===== config.mk =====
export PLATFORM = sky130hd
export DESIGN_NAME = led_frame_with_blink_cursor
export DESIGN_NICKNAME = d
export VERILOG_FILES = /design/src/rtl/lfbc_pkg.sv /design/src/rtl/lfbc_front.sv /design/src/rtl/lfbc_queue.sv /design/src/rtl/lfbc_back.sv /design/src/rtl/led_frame_with_blink_cursor.sv
export SDC_FILE = /design/constraint.sdc
export NUM_CORES = 1
export LEC_CHECK = 0
export BUFFER_PORTS_ARGS = -buffer_cell sky130_fd_sc_hd__buf_4
export CELL_PAD_IN_SITES_DETAIL_PLACEMENT = 1
export CELL_PAD_IN_SITES_GLOBAL_PLACEMENT = 1
export CORE_MARGIN = 5
export CORE_UTILIZATION = 50
export CTS_CLUSTER_DIAMETER = 80
export DETAILED_ROUTE_END_ITERATION = 10
export GPL_TIMING_DRIVEN = 1
export PLACE_DENSITY_LB_ADDON = 0.1
export SLEW_MARGIN = 20
export SYNTH_ARGS = -nofsm -noshare
export SYNTH_HDL_FRONTEND = slang
export SYNTH_HIERARCHICAL = 1
export SYNTH_SLANG_ARGS = --single-unit

===== constraint.sdc =====
create_clock -name i_clk -period 9.7 [get_ports i_clk]
set_input_delay 0.485 -clock i_clk [delete_from_list [all_inputs] [get_ports i_clk]]
set_output_delay 0.485 -clock i_clk [all_outputs]
set_load 0.03 [all_outputs]

===== src/rtl/lfbc_pkg.sv =====
// Shared types, constants and the hour-slot to pixel-position map for the LED frame block.
// Used by lfbc_front, lfbc_queue, lfbc_back and led_frame_with_blink_cursor; depends on nothing.
package lfbc_pkg;

    localparam int PIXEL_COUNT = 25;
    localparam int POS_W       = $clog2(PIXEL_COUNT);
    localparam int SLOT_W      = 5;
    localparam int CHAN_W      = 8;
    localparam int COLOR_W     = 3 * CHAN_W;
    localparam int OPCODE_W    = 2;
    localparam int QUEUE_DEPTH = 2;

    localparam logic [CHAN_W-1:0]  GREY_LEVEL = 8'd124;
    localparam logic [COLOR_W-1:0] GREY_RGB   = {GREY_LEVEL, GREY_LEVEL, GREY_LEVEL};
    localparam logic [COLOR_W-1:0] BLACK_RGB  = '0;

    localparam logic [SLOT_W-1:0] LAST_SLOT   = SLOT_W'(PIXEL_COUNT - 1);
    localparam logic [SLOT_W-1:0] FIRST_SLOT  = SLOT_W'(1);
    localparam logic [SLOT_W-1:0] RESET_SLOT  = SLOT_W'(1);
    localparam logic [POS_W-1:0]  LAST_POS    = POS_W'(PIXEL_COUNT - 1);

    localparam logic [OPCODE_W-1:0] OP_SET_COLOR = 2'd0;
    localparam logic [OPCODE_W-1:0] OP_ADVANCE   = 2'd1;
    localparam logic [OPCODE_W-1:0] OP_PLACE     = 2'd2;
    localparam logic [OPCODE_W-1:0] OP_TICK      = 2'd3;

    localparam logic [POS_W-1:0] POS_TABLE [PIXEL_COUNT] = '{
        5'd24,
        5'd23, 5'd22, 5'd21, 5'd20, 5'd15, 5'd16, 5'd17, 5'd18, 5'd19, 5'd14, 5'd13, 5'd12,
        5'd11, 5'd10, 5'd5,  5'd6,  5'd7,  5'd8,  5'd9,  5'd4,  5'd3,  5'd2,  5'd1,  5'd0
    };

    typedef enum logic [1:0] {
        KIND_SET     = 2'd0,
        KIND_ADVANCE = 2'd1,
        KIND_PLACE   = 2'd2,
        KIND_TICK    = 2'd3
    } t_kind;

    typedef struct packed {
        t_kind                kind;
        logic [SLOT_W-1:0]    slot;
        logic [POS_W-1:0]     pos;
        logic [COLOR_W-1:0]   color;
    } t_cmd;

    function automatic logic [POS_W-1:0] position_of(input logic [SLOT_W-1:0] slot);
        logic [POS_W-1:0] pos;
        pos = '0;
        if (slot <= LAST_SLOT) begin
            pos = POS_TABLE[slot[POS_W-1:0]];
        end
        return pos;
    endfunction

endpackage


===== src/rtl/lfbc_front.sv =====
// Front end: takes requests, drops set-colour and place requests for slots above 24,
// looks up the pixel position and hands a decoded command to the queue. Uses lfbc_pkg.
module lfbc_front (
    input  logic                          i_rst_n,
    input  logic                          i_valid,
    output logic                          o_ready,
    input  logic [lfbc_pkg::OPCODE_W-1:0] i_opcode,
    input  logic [lfbc_pkg::SLOT_W-1:0]   i_slot,
    input  logic [lfbc_pkg::CHAN_W-1:0]   i_red_in,
    input  logic [lfbc_pkg::CHAN_W-1:0]   i_green_in,
    input  logic [lfbc_pkg::CHAN_W-1:0]   i_blue_in,
    input  logic                          i_q_full,
    output logic                          o_push,
    output lfbc_pkg::t_cmd                o_cmd
);

    logic w_slot_bad;
    logic w_drop;

    assign o_ready    = i_rst_n && !i_q_full;
    assign w_slot_bad = i_slot > lfbc_pkg::LAST_SLOT;

    always_comb begin
        o_cmd.slot  = i_slot;
        o_cmd.pos   = lfbc_pkg::position_of(i_slot);
        o_cmd.color = {i_red_in, i_green_in, i_blue_in};
        w_drop      = 1'b0;
        unique case (i_opcode)
            lfbc_pkg::OP_SET_COLOR: begin
                o_cmd.kind = lfbc_pkg::KIND_SET;
                w_drop     = w_slot_bad;
            end
            lfbc_pkg::OP_ADVANCE: begin
                o_cmd.kind = lfbc_pkg::KIND_ADVANCE;
            end
            lfbc_pkg::OP_PLACE: begin
                o_cmd.kind = lfbc_pkg::KIND_PLACE;
                w_drop     = w_slot_bad;
            end
            default: begin
                o_cmd.kind = lfbc_pkg::KIND_TICK;
            end
        endcase
    end

    assign o_push = i_rst_n && i_valid && o_ready && !w_drop;

endmodule


===== src/rtl/lfbc_queue.sv =====
// Short command queue between the front end and the back end.
// Holds decoded commands of type lfbc_pkg::t_cmd; depth comes from lfbc_pkg.
module lfbc_queue (
    input  logic           i_clk,
    input  logic           i_rst_n,
    input  logic           i_push,
    input  lfbc_pkg::t_cmd i_cmd,
    output logic           o_full,
    output logic           o_valid,
    input  logic           i_pop,
    output lfbc_pkg::t_cmd o_cmd
);

    localparam int PTR_W = (lfbc_pkg::QUEUE_DEPTH > 1) ? $clog2(lfbc_pkg::QUEUE_DEPTH) : 1;
    localparam int CNT_W = $clog2(lfbc_pkg::QUEUE_DEPTH + 1);
    localparam logic [PTR_W-1:0] PTR_LAST = PTR_W'(lfbc_pkg::QUEUE_DEPTH - 1);
    localparam logic [CNT_W-1:0] CNT_FULL = CNT_W'(lfbc_pkg::QUEUE_DEPTH);

    lfbc_pkg::t_cmd    r_entry [lfbc_pkg::QUEUE_DEPTH];
    logic [PTR_W-1:0]  r_wr_ptr, n_wr_ptr;
    logic [PTR_W-1:0]  r_rd_ptr, n_rd_ptr;
    logic [CNT_W-1:0]  r_count, n_count;
    logic              w_push, w_pop;

    assign o_full  = r_count == CNT_FULL;
    assign o_valid = r_count != '0;
    assign o_cmd   = r_entry[r_rd_ptr];
    assign w_push  = i_push && !o_full;
    assign w_pop   = i_pop && o_valid;

    always_comb begin
        n_wr_ptr = r_wr_ptr;
        n_rd_ptr = r_rd_ptr;
        n_count  = r_count;
        if (w_push) begin
            n_wr_ptr = (r_wr_ptr == PTR_LAST) ? '0 : r_wr_ptr + 1'b1;
        end
        if (w_pop) begin
            n_rd_ptr = (r_rd_ptr == PTR_LAST) ? '0 : r_rd_ptr + 1'b1;
        end
        if (w_push && !w_pop) begin
            n_count = r_count + 1'b1;
        end else if (w_pop && !w_push) begin
            n_count = r_count - 1'b1;
        end
    end

    always_ff @(posedge i_clk) begin
        if (!i_rst_n) begin
            r_wr_ptr <= '0;
            r_rd_ptr <= '0;
            r_count  <= '0;
        end else begin
            r_wr_ptr <= n_wr_ptr;
            r_rd_ptr <= n_rd_ptr;
            r_count  <= n_count;
        end
    end

    always_ff @(posedge i_clk) begin
        if (w_push) begin
            r_entry[r_wr_ptr] <= i_cmd;
        end
    end

endmodule


===== src/rtl/lfbc_back.sv =====
// Back end: owns the pixel store, the cursor and the blink phase, executes queued
// commands and streams the frame through a read stage and an output register. Uses lfbc_pkg.
module lfbc_back (
    input  logic                        i_clk,
    input  logic                        i_rst_n,
    input  logic                        i_q_valid,
    output logic                        o_q_pop,
    input  lfbc_pkg::t_cmd              i_q_cmd,
    output logic                        o_valid,
    input  logic                        i_ready,
    output logic [lfbc_pkg::CHAN_W-1:0] o_pixel_green,
    output logic [lfbc_pkg::CHAN_W-1:0] o_pixel_red,
    output logic [lfbc_pkg::CHAN_W-1:0] o_pixel_blue,
    output logic                        o_frame_last
);

    typedef enum logic [6:0] {
        ST_IDLE     = 7'b0000001,
        ST_SET      = 7'b0000010,
        ST_MOVE_WR  = 7'b0000100,
        ST_MOVE_RD  = 7'b0001000,
        ST_MOVE_CAP = 7'b0010000,
        ST_TICK_WR  = 7'b0100000,
        ST_STREAM   = 7'b1000000
    } t_state;

    localparam int PW = lfbc_pkg::POS_W;
    localparam int SW = lfbc_pkg::SLOT_W;
    localparam int CW = lfbc_pkg::COLOR_W;

    t_state             r_state, n_state;
    lfbc_pkg::t_cmd     r_cmd;
    logic [SW-1:0]      r_cursor_slot;
    logic [PW-1:0]      r_cur_pos;
    logic               r_phase_on;
    logic [CW-1:0]      r_saved;
    logic [PW-1:0]      r_idx;

    logic [CW-1:0]      r_mem [lfbc_pkg::PIXEL_COUNT];
    logic [lfbc_pkg::PIXEL_COUNT-1:0] r_written;

    logic [CW-1:0]      r_rd_color;
    logic               r_rd_written;
    logic               r_rd_black;
    logic               r_a_valid;
    logic               r_a_last;
    logic [CW-1:0]      r_out_color;
    logic               r_out_valid;
    logic               r_out_last;

    logic               w_wr_en;
    logic [PW-1:0]      w_wr_pos;
    logic [CW-1:0]      w_wr_color;
    logic               w_rd_en;
    logic               w_rd_stream;
    logic [PW-1:0]      w_rd_pos;
    logic [CW-1:0]      w_rd_value;
    logic               w_a_move;
    logic [SW-1:0]      w_new_slot;

    assign w_rd_value = r_rd_written ? r_rd_color :
                        (r_rd_black ? lfbc_pkg::BLACK_RGB : lfbc_pkg::GREY_RGB);
    assign w_a_move    = r_a_valid && (!r_out_valid || i_ready);
    assign w_rd_stream = (r_state == ST_STREAM) && (!r_a_valid || w_a_move);
    assign w_rd_en     = w_rd_stream || ((r_state == ST_MOVE_RD) && !r_a_valid);
    assign w_rd_pos    = (r_state == ST_MOVE_RD) ? r_cur_pos : r_idx;
    assign o_q_pop     = (r_state == ST_IDLE) && i_q_valid;

    always_comb begin
        w_new_slot = r_cmd.slot;
        if (r_cmd.kind == lfbc_pkg::KIND_ADVANCE) begin
            w_new_slot = (r_cursor_slot >= lfbc_pkg::LAST_SLOT) ?
                         lfbc_pkg::FIRST_SLOT : r_cursor_slot + 1'b1;
        end
    end

    always_comb begin
        n_state    = r_state;
        w_wr_en    = 1'b0;
        w_wr_pos   = r_cur_pos;
        w_wr_color = r_saved;
        unique case (r_state)
            ST_IDLE: begin
                if (i_q_valid) begin
                    unique case (i_q_cmd.kind)
                        lfbc_pkg::KIND_SET:     n_state = ST_SET;
                        lfbc_pkg::KIND_ADVANCE: n_state = ST_MOVE_WR;
                        lfbc_pkg::KIND_PLACE:   n_state = ST_MOVE_WR;
                        default:                n_state = ST_TICK_WR;
                    endcase
                end
            end
            ST_SET: begin
                w_wr_en    = 1'b1;
                w_wr_pos   = r_cmd.pos;
                w_wr_color = r_cmd.color;
                n_state    = ST_IDLE;
            end
            ST_MOVE_WR: begin
                w_wr_en = 1'b1;
                n_state = ST_MOVE_RD;
            end
            ST_MOVE_RD: begin
                if (!r_a_valid) begin
                    n_state = ST_MOVE_CAP;
                end
            end
            ST_MOVE_CAP: begin
                n_state = ST_IDLE;
            end
            ST_TICK_WR: begin
                w_wr_en    = 1'b1;
                w_wr_color = r_phase_on ? lfbc_pkg::BLACK_RGB : r_saved;
                n_state    = ST_STREAM;
            end
            ST_STREAM: begin
                if (w_rd_stream && (r_idx == lfbc_pkg::LAST_POS)) begin
                    n_state = ST_IDLE;
                end
            end
            default: begin
                n_state = ST_IDLE;
            end
        endcase
    end

    always_ff @(posedge i_clk) begin
        if (!i_rst_n) begin
            r_state       <= ST_IDLE;
            r_cursor_slot <= lfbc_pkg::RESET_SLOT;
            r_cur_pos     <= lfbc_pkg::position_of(lfbc_pkg::RESET_SLOT);
            r_phase_on    <= 1'b1;
            r_saved       <= lfbc_pkg::GREY_RGB;
            r_idx         <= '0;
            r_written     <= '0;
            r_a_valid     <= 1'b0;
            r_out_valid   <= 1'b0;
        end else begin
            r_state <= n_state;
            if (w_wr_en) begin
                r_written[w_wr_pos] <= 1'b1;
            end
            if (r_state == ST_MOVE_WR) begin
                r_cursor_slot <= w_new_slot;
                r_cur_pos     <= lfbc_pkg::position_of(w_new_slot);
                r_phase_on    <= 1'b1;
            end
            if (r_state == ST_MOVE_CAP) begin
                r_saved <= w_rd_value;
            end
            if (r_state == ST_TICK_WR) begin
                r_phase_on <= !r_phase_on;
                r_idx      <= '0;
            end else if (w_rd_stream) begin
                r_idx <= r_idx + 1'b1;
            end
            if (w_rd_stream) begin
                r_a_valid <= 1'b1;
            end else if (w_a_move) begin
                r_a_valid <= 1'b0;
            end
            if (w_a_move) begin
                r_out_valid <= 1'b1;
            end else if (i_ready) begin
                r_out_valid <= 1'b0;
            end
        end
    end

    always_ff @(posedge i_clk) begin
        if (o_q_pop) begin
            r_cmd <= i_q_cmd;
        end
        if (w_wr_en) begin
            r_mem[w_wr_pos] <= w_wr_color;
        end
        if (w_rd_en) begin
            r_rd_color   <= r_mem[w_rd_pos];
            r_rd_written <= r_written[w_rd_pos];
            r_rd_black   <= w_rd_pos == lfbc_pkg::LAST_POS;
            r_a_last     <= w_rd_pos == lfbc_pkg::LAST_POS;
        end
        if (w_a_move) begin
            r_out_color <= w_rd_value;
            r_out_last  <= r_a_last;
        end
    end

    assign o_valid       = r_out_valid;
    assign o_pixel_red   = r_out_color[CW-1 -: lfbc_pkg::CHAN_W];
    assign o_pixel_green = r_out_color[CW-1-lfbc_pkg::CHAN_W -: lfbc_pkg::CHAN_W];
    assign o_pixel_blue  = r_out_color[lfbc_pkg::CHAN_W-1:0];
    assign o_frame_last  = r_out_last;

    a_cursor_in_range: assert property (@(posedge i_clk) disable iff (!i_rst_n)
        r_cursor_slot <= lfbc_pkg::LAST_SLOT)
        else $error("cursor slot out of range");

    a_cursor_pos_match: assert property (@(posedge i_clk) disable iff (!i_rst_n)
        r_cur_pos == lfbc_pkg::position_of(r_cursor_slot))
        else $error("cursor position does not follow cursor slot");

    a_out_hold: assert property (@(posedge i_clk) disable iff (!i_rst_n)
        (r_out_valid && !i_ready) |=>
        (r_out_valid && $stable(r_out_color) && $stable(r_out_last)))
        else $error("stalled pixel changed before it was taken");

    a_move_read_free: assert property (@(posedge i_clk) disable iff (!i_rst_n)
        (r_state == ST_MOVE_CAP) |-> !r_a_valid)
        else $error("cursor read overlapped a streamed pixel");

endmodule


===== src/rtl/led_frame_with_blink_cursor.sv =====
// LED frame store with a blinking cursor over 25 hour slots: top level.
// Instantiates lfbc_front, lfbc_queue and lfbc_back; uses lfbc_pkg.
//
// Requests arrive on i_in_valid / o_in_ready with an opcode, a slot and an RGB colour.
// Set-colour and place requests for slots above 24 are accepted and discarded.
// Only the blink tick produces results: 25 pixels on o_out_valid / i_out_ready in
// position order, green, red and blue bytes, with o_frame_last on the final pixel.
// The front end decodes a request in the cycle it is accepted and places it in a
// two-entry queue; the back end then handles set-colour in a write state, advance
// or place in write, read and capture states, and a tick as a write of the cursor
// pixel, then one pixel per cycle from the single read port of the pixel store
// while the receiver does not stall. After the cursor write, the pixels of a tick
// pass the read stage and the output register. A stalled receiver holds the output
// register and the read stage behind it; the queue then fills and o_in_ready falls.
// Reset restores grey 124 on every pixel but position 24, which is black, puts the
// cursor on slot 1 with its blink phase on and its saved colour grey; this takes
// effect at once through per-entry written flags, with no clearing pass.
module led_frame_with_blink_cursor (
    input  logic                          i_clk,
    input  logic                          i_rst_n,
    input  logic                          i_in_valid,
    output logic                          o_in_ready,
    input  logic [lfbc_pkg::OPCODE_W-1:0] i_opcode,
    input  logic [lfbc_pkg::SLOT_W-1:0]   i_slot,
    input  logic [lfbc_pkg::CHAN_W-1:0]   i_red_in,
    input  logic [lfbc_pkg::CHAN_W-1:0]   i_green_in,
    input  logic [lfbc_pkg::CHAN_W-1:0]   i_blue_in,
    output logic                          o_out_valid,
    input  logic                          i_out_ready,
    output logic [lfbc_pkg::CHAN_W-1:0]   o_pixel_green,
    output logic [lfbc_pkg::CHAN_W-1:0]   o_pixel_red,
    output logic [lfbc_pkg::CHAN_W-1:0]   o_pixel_blue,
    output logic                          o_frame_last
);

    logic           w_q_full;
    logic           w_push;
    lfbc_pkg::t_cmd w_push_cmd;
    logic           w_q_valid;
    logic           w_q_pop;
    lfbc_pkg::t_cmd w_q_cmd;

    lfbc_front u_front (
        .i_rst_n    (i_rst_n),
        .i_valid    (i_in_valid),
        .o_ready    (o_in_ready),
        .i_opcode   (i_opcode),
        .i_slot     (i_slot),
        .i_red_in   (i_red_in),
        .i_green_in (i_green_in),
        .i_blue_in  (i_blue_in),
        .i_q_full   (w_q_full),
        .o_push     (w_push),
        .o_cmd      (w_push_cmd)
    );

    lfbc_queue u_queue (
        .i_clk   (i_clk),
        .i_rst_n (i_rst_n),
        .i_push  (w_push),
        .i_cmd   (w_push_cmd),
        .o_full  (w_q_full),
        .o_valid (w_q_valid),
        .i_pop   (w_q_pop),
        .o_cmd   (w_q_cmd)
    );

    lfbc_back u_back (
        .i_clk         (i_clk),
        .i_rst_n       (i_rst_n),
        .i_q_valid     (w_q_valid),
        .o_q_pop       (w_q_pop),
        .i_q_cmd       (w_q_cmd),
        .o_valid       (o_out_valid),
        .i_ready       (i_out_ready),
        .o_pixel_green (o_pixel_green),
        .o_pixel_red   (o_pixel_red),
        .o_pixel_blue  (o_pixel_blue),
        .o_frame_last  (o_frame_last)
    );

endmodule

==> flow_summary.ini, run 1 <==
[timing]
fin_skew_ns = 0.0219
finalWorstSetupSlack_ns = 5.43
hold_violations = 0
relSlewSlack_pct = 19.7
fmax_mhz = 234
period_needed_ns = 4.27
fin_hold_ws_ns = 0.0414
tightest_slew_ns = 1.20
setup_tns_ns = 0
rsz0062_at_grt = false
finalCritPeriodShare_pct = 44.0
maxSlewViolCount = 0
final-setup-viol-count = 0

[hold_path]
hold_path_class = input pin to flop
min_path_cells = 1

[worst_setup_path]
reg2reg_depth = 8
cp.depth = 8
required_ns = 10.05
critPathMaxStageDelay_ns = 0.71
cp_max_fo = 80
reg2reg_slack_ns = 5.43
path_buf_inv = 2
critPathLaunchType = flop
cp-end-kind = flop
cp_cell_sequence = or4b_4 > o21ai_4 > buf_4 > nand2_2 > buf_4 > a211o_1 > a41oi_1 > o211ai_2
critPathKind = flop to flop
path_common_cell = buf_4
cp_slowest_cell = buf_4
path_delay_family = simple AND/OR/NAND/NOR gates
arrival_ns = 4.62

[power_and_ir_drop]
powerDensity_nw_per_um2 = 205
p_leak_nw = 13.0
worst_ir_drop_vdd_mv = 0.171

[placement]
place.gp.congestion = 0.807
dpl.cell_count = 3266
post-place-ws_ns = 5.46
place_hpwl_mm = 57.7
port_buffers = 61

[logic_synthesis]
muxShareOfSynthArea_pct = 3.36
synthXorXnorAreaFrac_pct = 0.228
synth_edf_count = 759
synth_cells = 2414
synthAdderAreaFrac_pct = 0.689
yosysUniqueCellTypes = 80
synth_top_family_by_area = compound AO/OA/AOI/OAI gates
syn_nets = 2468
yosys.area_share.simple_pct = 8.05
synthArstFlopShare_pct = 0
ys_seq_area_share_pct = 70.6
avgSynthCellArea_um2 = 14.3
synth_seq_cells = 838
synthFlopType = edfxtp_1
synth-compound-area-share_pct = 13.0
syn-cell-area_um2 = 34500
ys.warnings.count = 6
synth_largest_area_cell = edfxtp_1
synth_top_cell_area_share_pct = 66.0
synth_area_leaders = edfxtp_1, dfxtp_1, o21ai_0, nand3_1, o211ai_1

[route]
ant_nets = 0
drt_iter0_drc = 2062
drt-total-wl_mm = 98.8
first_pass_iters = 5
vias_per_cell = 6.26
wl_per_cell_um = 28.8
vias = 21500
drc = 0

[floorplan]
fp.dieW_um = 273
pin_count = 62
dieArea_um2 = 74400
core-area_um2 = 68600
die_h_um = 273
num_rows = 96
initial_core_util_pct = 50.3

[layout]
area_growth_syn_to_layout_pct = 12.0
final-instance-count-excl-fill = 3427
final_layout_size_suffix_gt1_share_pct = 16.3
fillCellCount = 6421
fin_nets = 2478

[cts]
postCtsSetupBuffers = 0
cts_tree = built
h-tree-depth = 3
cts_resized = 0
insertion_delay_ns = 0.63
cts_sinks = 838
cts_hold_buffers = 0
cts_inserted_buffers = 87
clock_tree.buffer_depth = 3
root_buffer = clkbuf_16
clk_pin_slew_worst_paths_ns = 0.06

[grt]
grt_use_total_pct = 26.2
grt_pass1_wl_mm = 147
grt_pass1_vias = 22300
overflow = 0
antenna_found_initial = 2
grt_max_degree = 99

[outcome]
run_status = complete, no violations

[job]
cap_violations = 0
[registers in the layout (all words and copies together) (netlist names), 7 cells and up, named ones only]
register and count:
u_back/r_saved 24, u_back/r_rd_color 24, u_back/r_mem 600, u_back/r_written 25
u_queue/r_entry 72, u_back/r_out_color 24, u_back/r_cmd 36, u_back/r_state 7
[layer usage]
| metal | vias up | part of all wire [%] | GRT usage [%] | wire length (um) |
|---|---|---|---|---|
| met5 | - | 0.16 | 1.51 | 156 |
| met4 | 2 | 2.2 | 6.75 | 2210 |
| met3 | 139 | 8.0 | 5.72 | 7860 |
| met2 | 789 | 46 | 40.7 | 45300 |
| met1 | 11200 | 44 | 37.8 | 43300 |
| li1 | 9338 | - | - | - |
[logic make-up (layout without fill, tap and decap cells)]
group / after synthesis / after routing
xor gates and xnor gates: 9 / 9
adders and majority gates: 19 / 19
muxes: 108 / 108
DFF: 838 / 838
buffers and inverters: 295 / 376
AOI/OAI and AO/OA: 634 / 634
and+or+nand+nor: 511 / 511
other: 0 / 1
[worst register-to-register path: stages (launching register included)]
cell	delay [ns]
dfxtp_1	0.43
or4b_4	0.64
o21ai_4	0.17
buf_4	0.71
nand2_2	0.58
buf_4	0.47
a211o_1	0.38
a41oi_1	0.47
o211ai_2	0.15
[cell usage in the layout, fill, tap and decap left out, types with 22 or more instances in the layout]
master	count
a21oi_1	40
dfxtp_1	79
o21ai_0	222
a31oi_1	55
nor3_2	27
edfxtp_1	759
nor2_1	22
nand4_1	34
and3_1	57
a211o_1	27
buf_4	122
clkbuf_16	89
o211ai_1	81
nand3_1	179
a221o_1	23
mux2i_1	45
o21a_1	31
and2_1	42
o211ai_2	22
mux2_2	46
inv_1	93
nand2_1	89
[final timing paths]
path | start | endpoint
min reg2reg | u_back/r_written[22] | u_back/r_written[22]
max reg2reg | u_back/r_state[3] | u_back/r_rd_color[1]
min | i_green_in[4] | u_queue/r_entry[1][12]
max | u_back/r_state[3] | u_back/r_rd_color[1]
[per-stage QoR]
step / power, mW / utilization, % / area [um^2]
6_report: 7.93 / 56.4 / 38700
4_1_cts: 8.00 / 56.3 / 38600
5_1_grt: 8.21 / 56.4 / 38700
2_1_floorplan: 4.50 / - / 34500
3_3_place_gp: 4.64 / 52.2 / 35800
3_5_place_dp: 4.67 / 52.2 / 35800
[synthesized netlist by cell type (19+ instances only)]
cell type,number
a221o_1,23
buf_4,41
o211ai_1,81
edfxtp_1,759
dfxtp_1,79
and3_1,57
nand2_1,90
nor2_1,23
a31oi_1,56
nand3_1,181
and2_1,42
o21ai_0,222
mux2i_1,46
nor3_1,29
clkbuf_1,109
inv_1,93
o21a_1,31
mux2_2,46
o211ai_2,22
a211o_1,27
a22o_1,24
nand4_1,34
buf_2,30
ha_1,19
a21oi_1,45
[report_power, final]
part	internal (mW)	switching, mW
clock network	1.96	1.38
logic	0.155	0.310
registers	4.07	0.0639
total	6.18	1.75
[final cells by class]
cell class	instances	area, um^2	share of cell area [%]
clock buffers	121	2460	6.36
diodes	1	2.50	0.00647
multi-input cells	1281	9000	23.3
well taps	931	1160	3.01
inverters	94	353	0.913
repair buffers	122	916	2.37
clock inverters	39	390	1.01
flip-flops and latches	838	24400	63.0
Note: power is estimated with default switching activity, not from simulation.
==> run 2, diff against run 1 <==
--- a/config.mk
+++ b/config.mk
@@ -5,11 +5,12 @@
 export SDC_FILE = /design/constraint.sdc
 export NUM_CORES = 1
 export LEC_CHECK = 0
+export ABC_AREA = 1
 export BUFFER_PORTS_ARGS = -buffer_cell sky130_fd_sc_hd__buf_4
 export CELL_PAD_IN_SITES_DETAIL_PLACEMENT = 1
 export CELL_PAD_IN_SITES_GLOBAL_PLACEMENT = 1
 export CORE_MARGIN = 5
-export CORE_UTILIZATION = 50
+export CORE_UTILIZATION = 45
 export CTS_CLUSTER_DIAMETER = 80
 export DETAILED_ROUTE_END_ITERATION = 10
 export GPL_TIMING_DRIVEN = 1
==> constraint.sdc (replaced) <==
create_clock -name i_clk -period 3.9 [get_ports i_clk]
set_input_delay 0.195 -clock i_clk [delete_from_list [all_inputs] [get_ports i_clk]]
set_output_delay 0.195 -clock i_clk [all_outputs]
set_load 0.03 [all_outputs]
==> flow_summary.ini, run 2 <==
[outcome]
run_status = complete, no violations

[layout]
largest_register_ff_count = 600
largest_register = u_back/r_mem
final_cell_mix = nand2_1, edfxtp_1, inv_1, nand3_1, nor2_1
fin_area_um2 = 41700
layout_commonest_cell = nand2_1
fillCellCount = 8928
fin_nets = 3787
area_growth_syn_to_layout_pct = 13.2
reg.largest.list = u_back/r_mem x600, u_queue/r_entry x72, u_back/r_cmd x36
final_layout_size_suffix_gt1_share_pct = 8.89

[timing]
rsz0062_at_grt = false
setup_tns_ns = 0
fin_hold_ws_ns = 0.212
fmax_mhz = 310
tightest_slew_ns = 1.18
hold_violations = 0
finalWorstSetupSlack_ns = 0.675
relSlewSlack_pct = 21.5
final-setup-viol-count = 0
maxSlewViolCount = 0
finalCritPeriodShare_pct = 82.7
fin_skew_ns = 0.0308
period_needed_ns = 3.23

[logic_synthesis]
avgSynthCellArea_um2 = 10.1
syn-cell-area_um2 = 36800
synth_largest_area_cell = edfxtp_1
syn_nets = 3711
synthArstFlopShare_pct = 0
yosysUniqueCellTypes = 41
synthTopCellsByCount = nand2_1, edfxtp_1, inv_1
synth.most_common_cell = nand2_1
synth_area_leaders = edfxtp_1, nand2_1, nand3_1, inv_1, dfxtp_1
synth_cells = 3657
synthFlopType = edfxtp_1
ys_seq_area_share_pct = 66.2
synth_seq_cells = 838
synth_top_cell_area_share_pct = 61.9
ys.warnings.count = 6
synth_edf_count = 759

[worst_setup_path]
arrival_ns = 3.60
required_ns = 4.28
crit_path_end = u_back/r_rd_color[23]
cp_max_fo = 69
crit_path_start = u_back/r_state[2]
regToRegStartpoint = u_back/r_state[2]
critPathKind = flop to flop
reg2reg_slack_ns = 0.67
critPathLaunchType = flop
reg2reg_depth = 13
cp-end-kind = flop
r2r-end = u_back/r_rd_color[23]

[placement]
port_buffers = 61
place_hpwl_mm = 65.8
post-place-ws_ns = 0.653
placed_area_um2 = 38500
place.gp.congestion = 0.824

[power_and_ir_drop]
internal-power_mw = 15.4
total_power_mw = 19.9
seqPwrFrac_pct = 51.7
powerDensity_nw_per_um2 = 477
worst_ir_drop_vdd_mv = 0.500
comb_power_share_pct = 6.9
p_leak_nw = 18.2
clockPowerShare_pct = 41.4
switchingPower_mw = 4.50
netSwitchingFraction_pct = 22.6

[hold_path]
hold_path_class = input pin to flop

[grt]
grt_max_degree = 119
grt_use_total_pct = 25.5
overflow = 0
grt_pass1_vias = 27300
antenna_found_initial = 2
grt_pass1_wl_mm = 168

[cts]
h-tree-depth = 3
root_buffer = clkbuf_16
postCtsSetupBuffers = 0
cts_inserted_buffers = 90
cts_sinks = 838
clk_pin_slew_worst_paths_ns = 0.07
insertion_delay_ns = 0.63
clock_tree.buffer_depth = 3
cts_tree = built

[floorplan]
initial_core_util_pct = 45.1
pin_count = 62
die_h_um = 296
dieArea_um2 = 87700
core-area_um2 = 81600
num_rows = 105
fp.dieW_um = 296

[route]
ant_nets = 0
vias = 25600
drt_iter0_drc = 1961
drc = 0
drt-total-wl_mm = 112
wl_per_cell_um = 22.9
first_pass_iters = 5
vias_per_cell = 5.25

[job]
cap_violations = 0
run 2: cell count changes after synthesis, moves of 56 or more:
cell,previous run,this run
nand2_1,90,979
inv_1,93,745
nand3_1,181,566
o21ai_0,222,33
nor2_1,23,132
o211ai_1,81,3
clkbuf_1,109,51
a31oi_1,56,0
and3_1,57,1
run 2: kinds of logic after synthesis:
| logic type | share of synthesized area [%] |
|---|---|
| adders and majority gates | 0.646 |
| DFF | 66.2 |
| and+or+nand+nor | 19.6 |
| AOI/OAI and AO/OA | 1.64 |
| muxes | 1.41 |
| xor gates and xnor gates | 0.0476 |
| buffers and inverters | 10.5 |
run 2: worst max-delay path, cell delays in order (launching register included):
cell     delay [ns]
dfxtp_1        0.33
inv_2          0.06
nand2_1        0.05
nor2_2         0.24
nand3_1        0.41
nand2_8        0.57
buf_4          0.51
nand2_1        0.10
nand3_1        0.10
nand2_1        0.07
nor2_1         0.09
nor2_1         0.05
nor2_1         0.26
nor2_1         0.07
run 2: routing by layer:
layer | GRT usage, % | wire length (um) | part of all wire (%)
met5 | 0 | 0 | 0
met4 | 9.08 | 4170 | 3.7
met3 | 4.67 | 6970 | 6.2
met2 | 43.2 | 53500 | 48
met1 | 33.2 | 47000 | 42
run 2: area by class of cell:
type	count	area, um^2	area share (%)
Inverter	754	2830	6.79
Sequential cell	838	24400	58.5
Multi-Input combinational cell	1873	8690	20.9
Tap cell	1070	1340	3.21
Timing Repair Buffer	176	1650	3.96
Clock buffer	120	2450	5.87
Clock inverter	40	343	0.823
Antenna cell	1	2.50	0.00600
run 2: worst min path at each step:
stage / startpoint / endpoint / slack, ns / cells past startpoint
3_3_place_gp: i_red_in[6] / u_queue/r_entry[1][22] / 0.38 / 1
4_1_cts: i_in_valid / u_queue/r_wr_ptr / 0.21 / 6
6_report: i_in_valid / u_queue/r_wr_ptr / 0.21 / 6
5_1_grt: i_in_valid / u_queue/r_wr_ptr / 0.26 / 6
2_1_floorplan: i_rst_n / u_queue/r_count[1] / 0.32 / 2
3_5_place_dp: i_green_in[1] / u_queue/r_entry[1][9] / 0.38 / 1
run 2: repair_timing:
| action | 4_1_cts | 5_1_grt |
|---|---|---|
| endpoints found under the hold margin | 73 | 0 |
| resized for setup | 0 | 0 |
| hold buffers | 33 | 0 |
run 2: metrics by stage:
stage / utilization, % / instances
4_1_cts: 51.0 / 4869
2_1_floorplan: - / 3657
5_1_grt: 51.1 / 4871
6_report: 51.1 / 4872
3_5_place_dp: 47.2 / 4676
3_3_place_gp: 47.2 / 4676
run 2: power groups by stage:
stage | combinational, mW | sequential (mW) | clock (mW)
finish | 1.37 | 10.3 | 8.24
global route | 1.51 | 10.3 | 8.84
CTS | 1.38 | 10.3 | 8.42
detailed placement | 1.34 | 10.5 | 0
global placement | 1.27 | 10.4 | 0
floorplan | 0.962 | 10.4 | 0
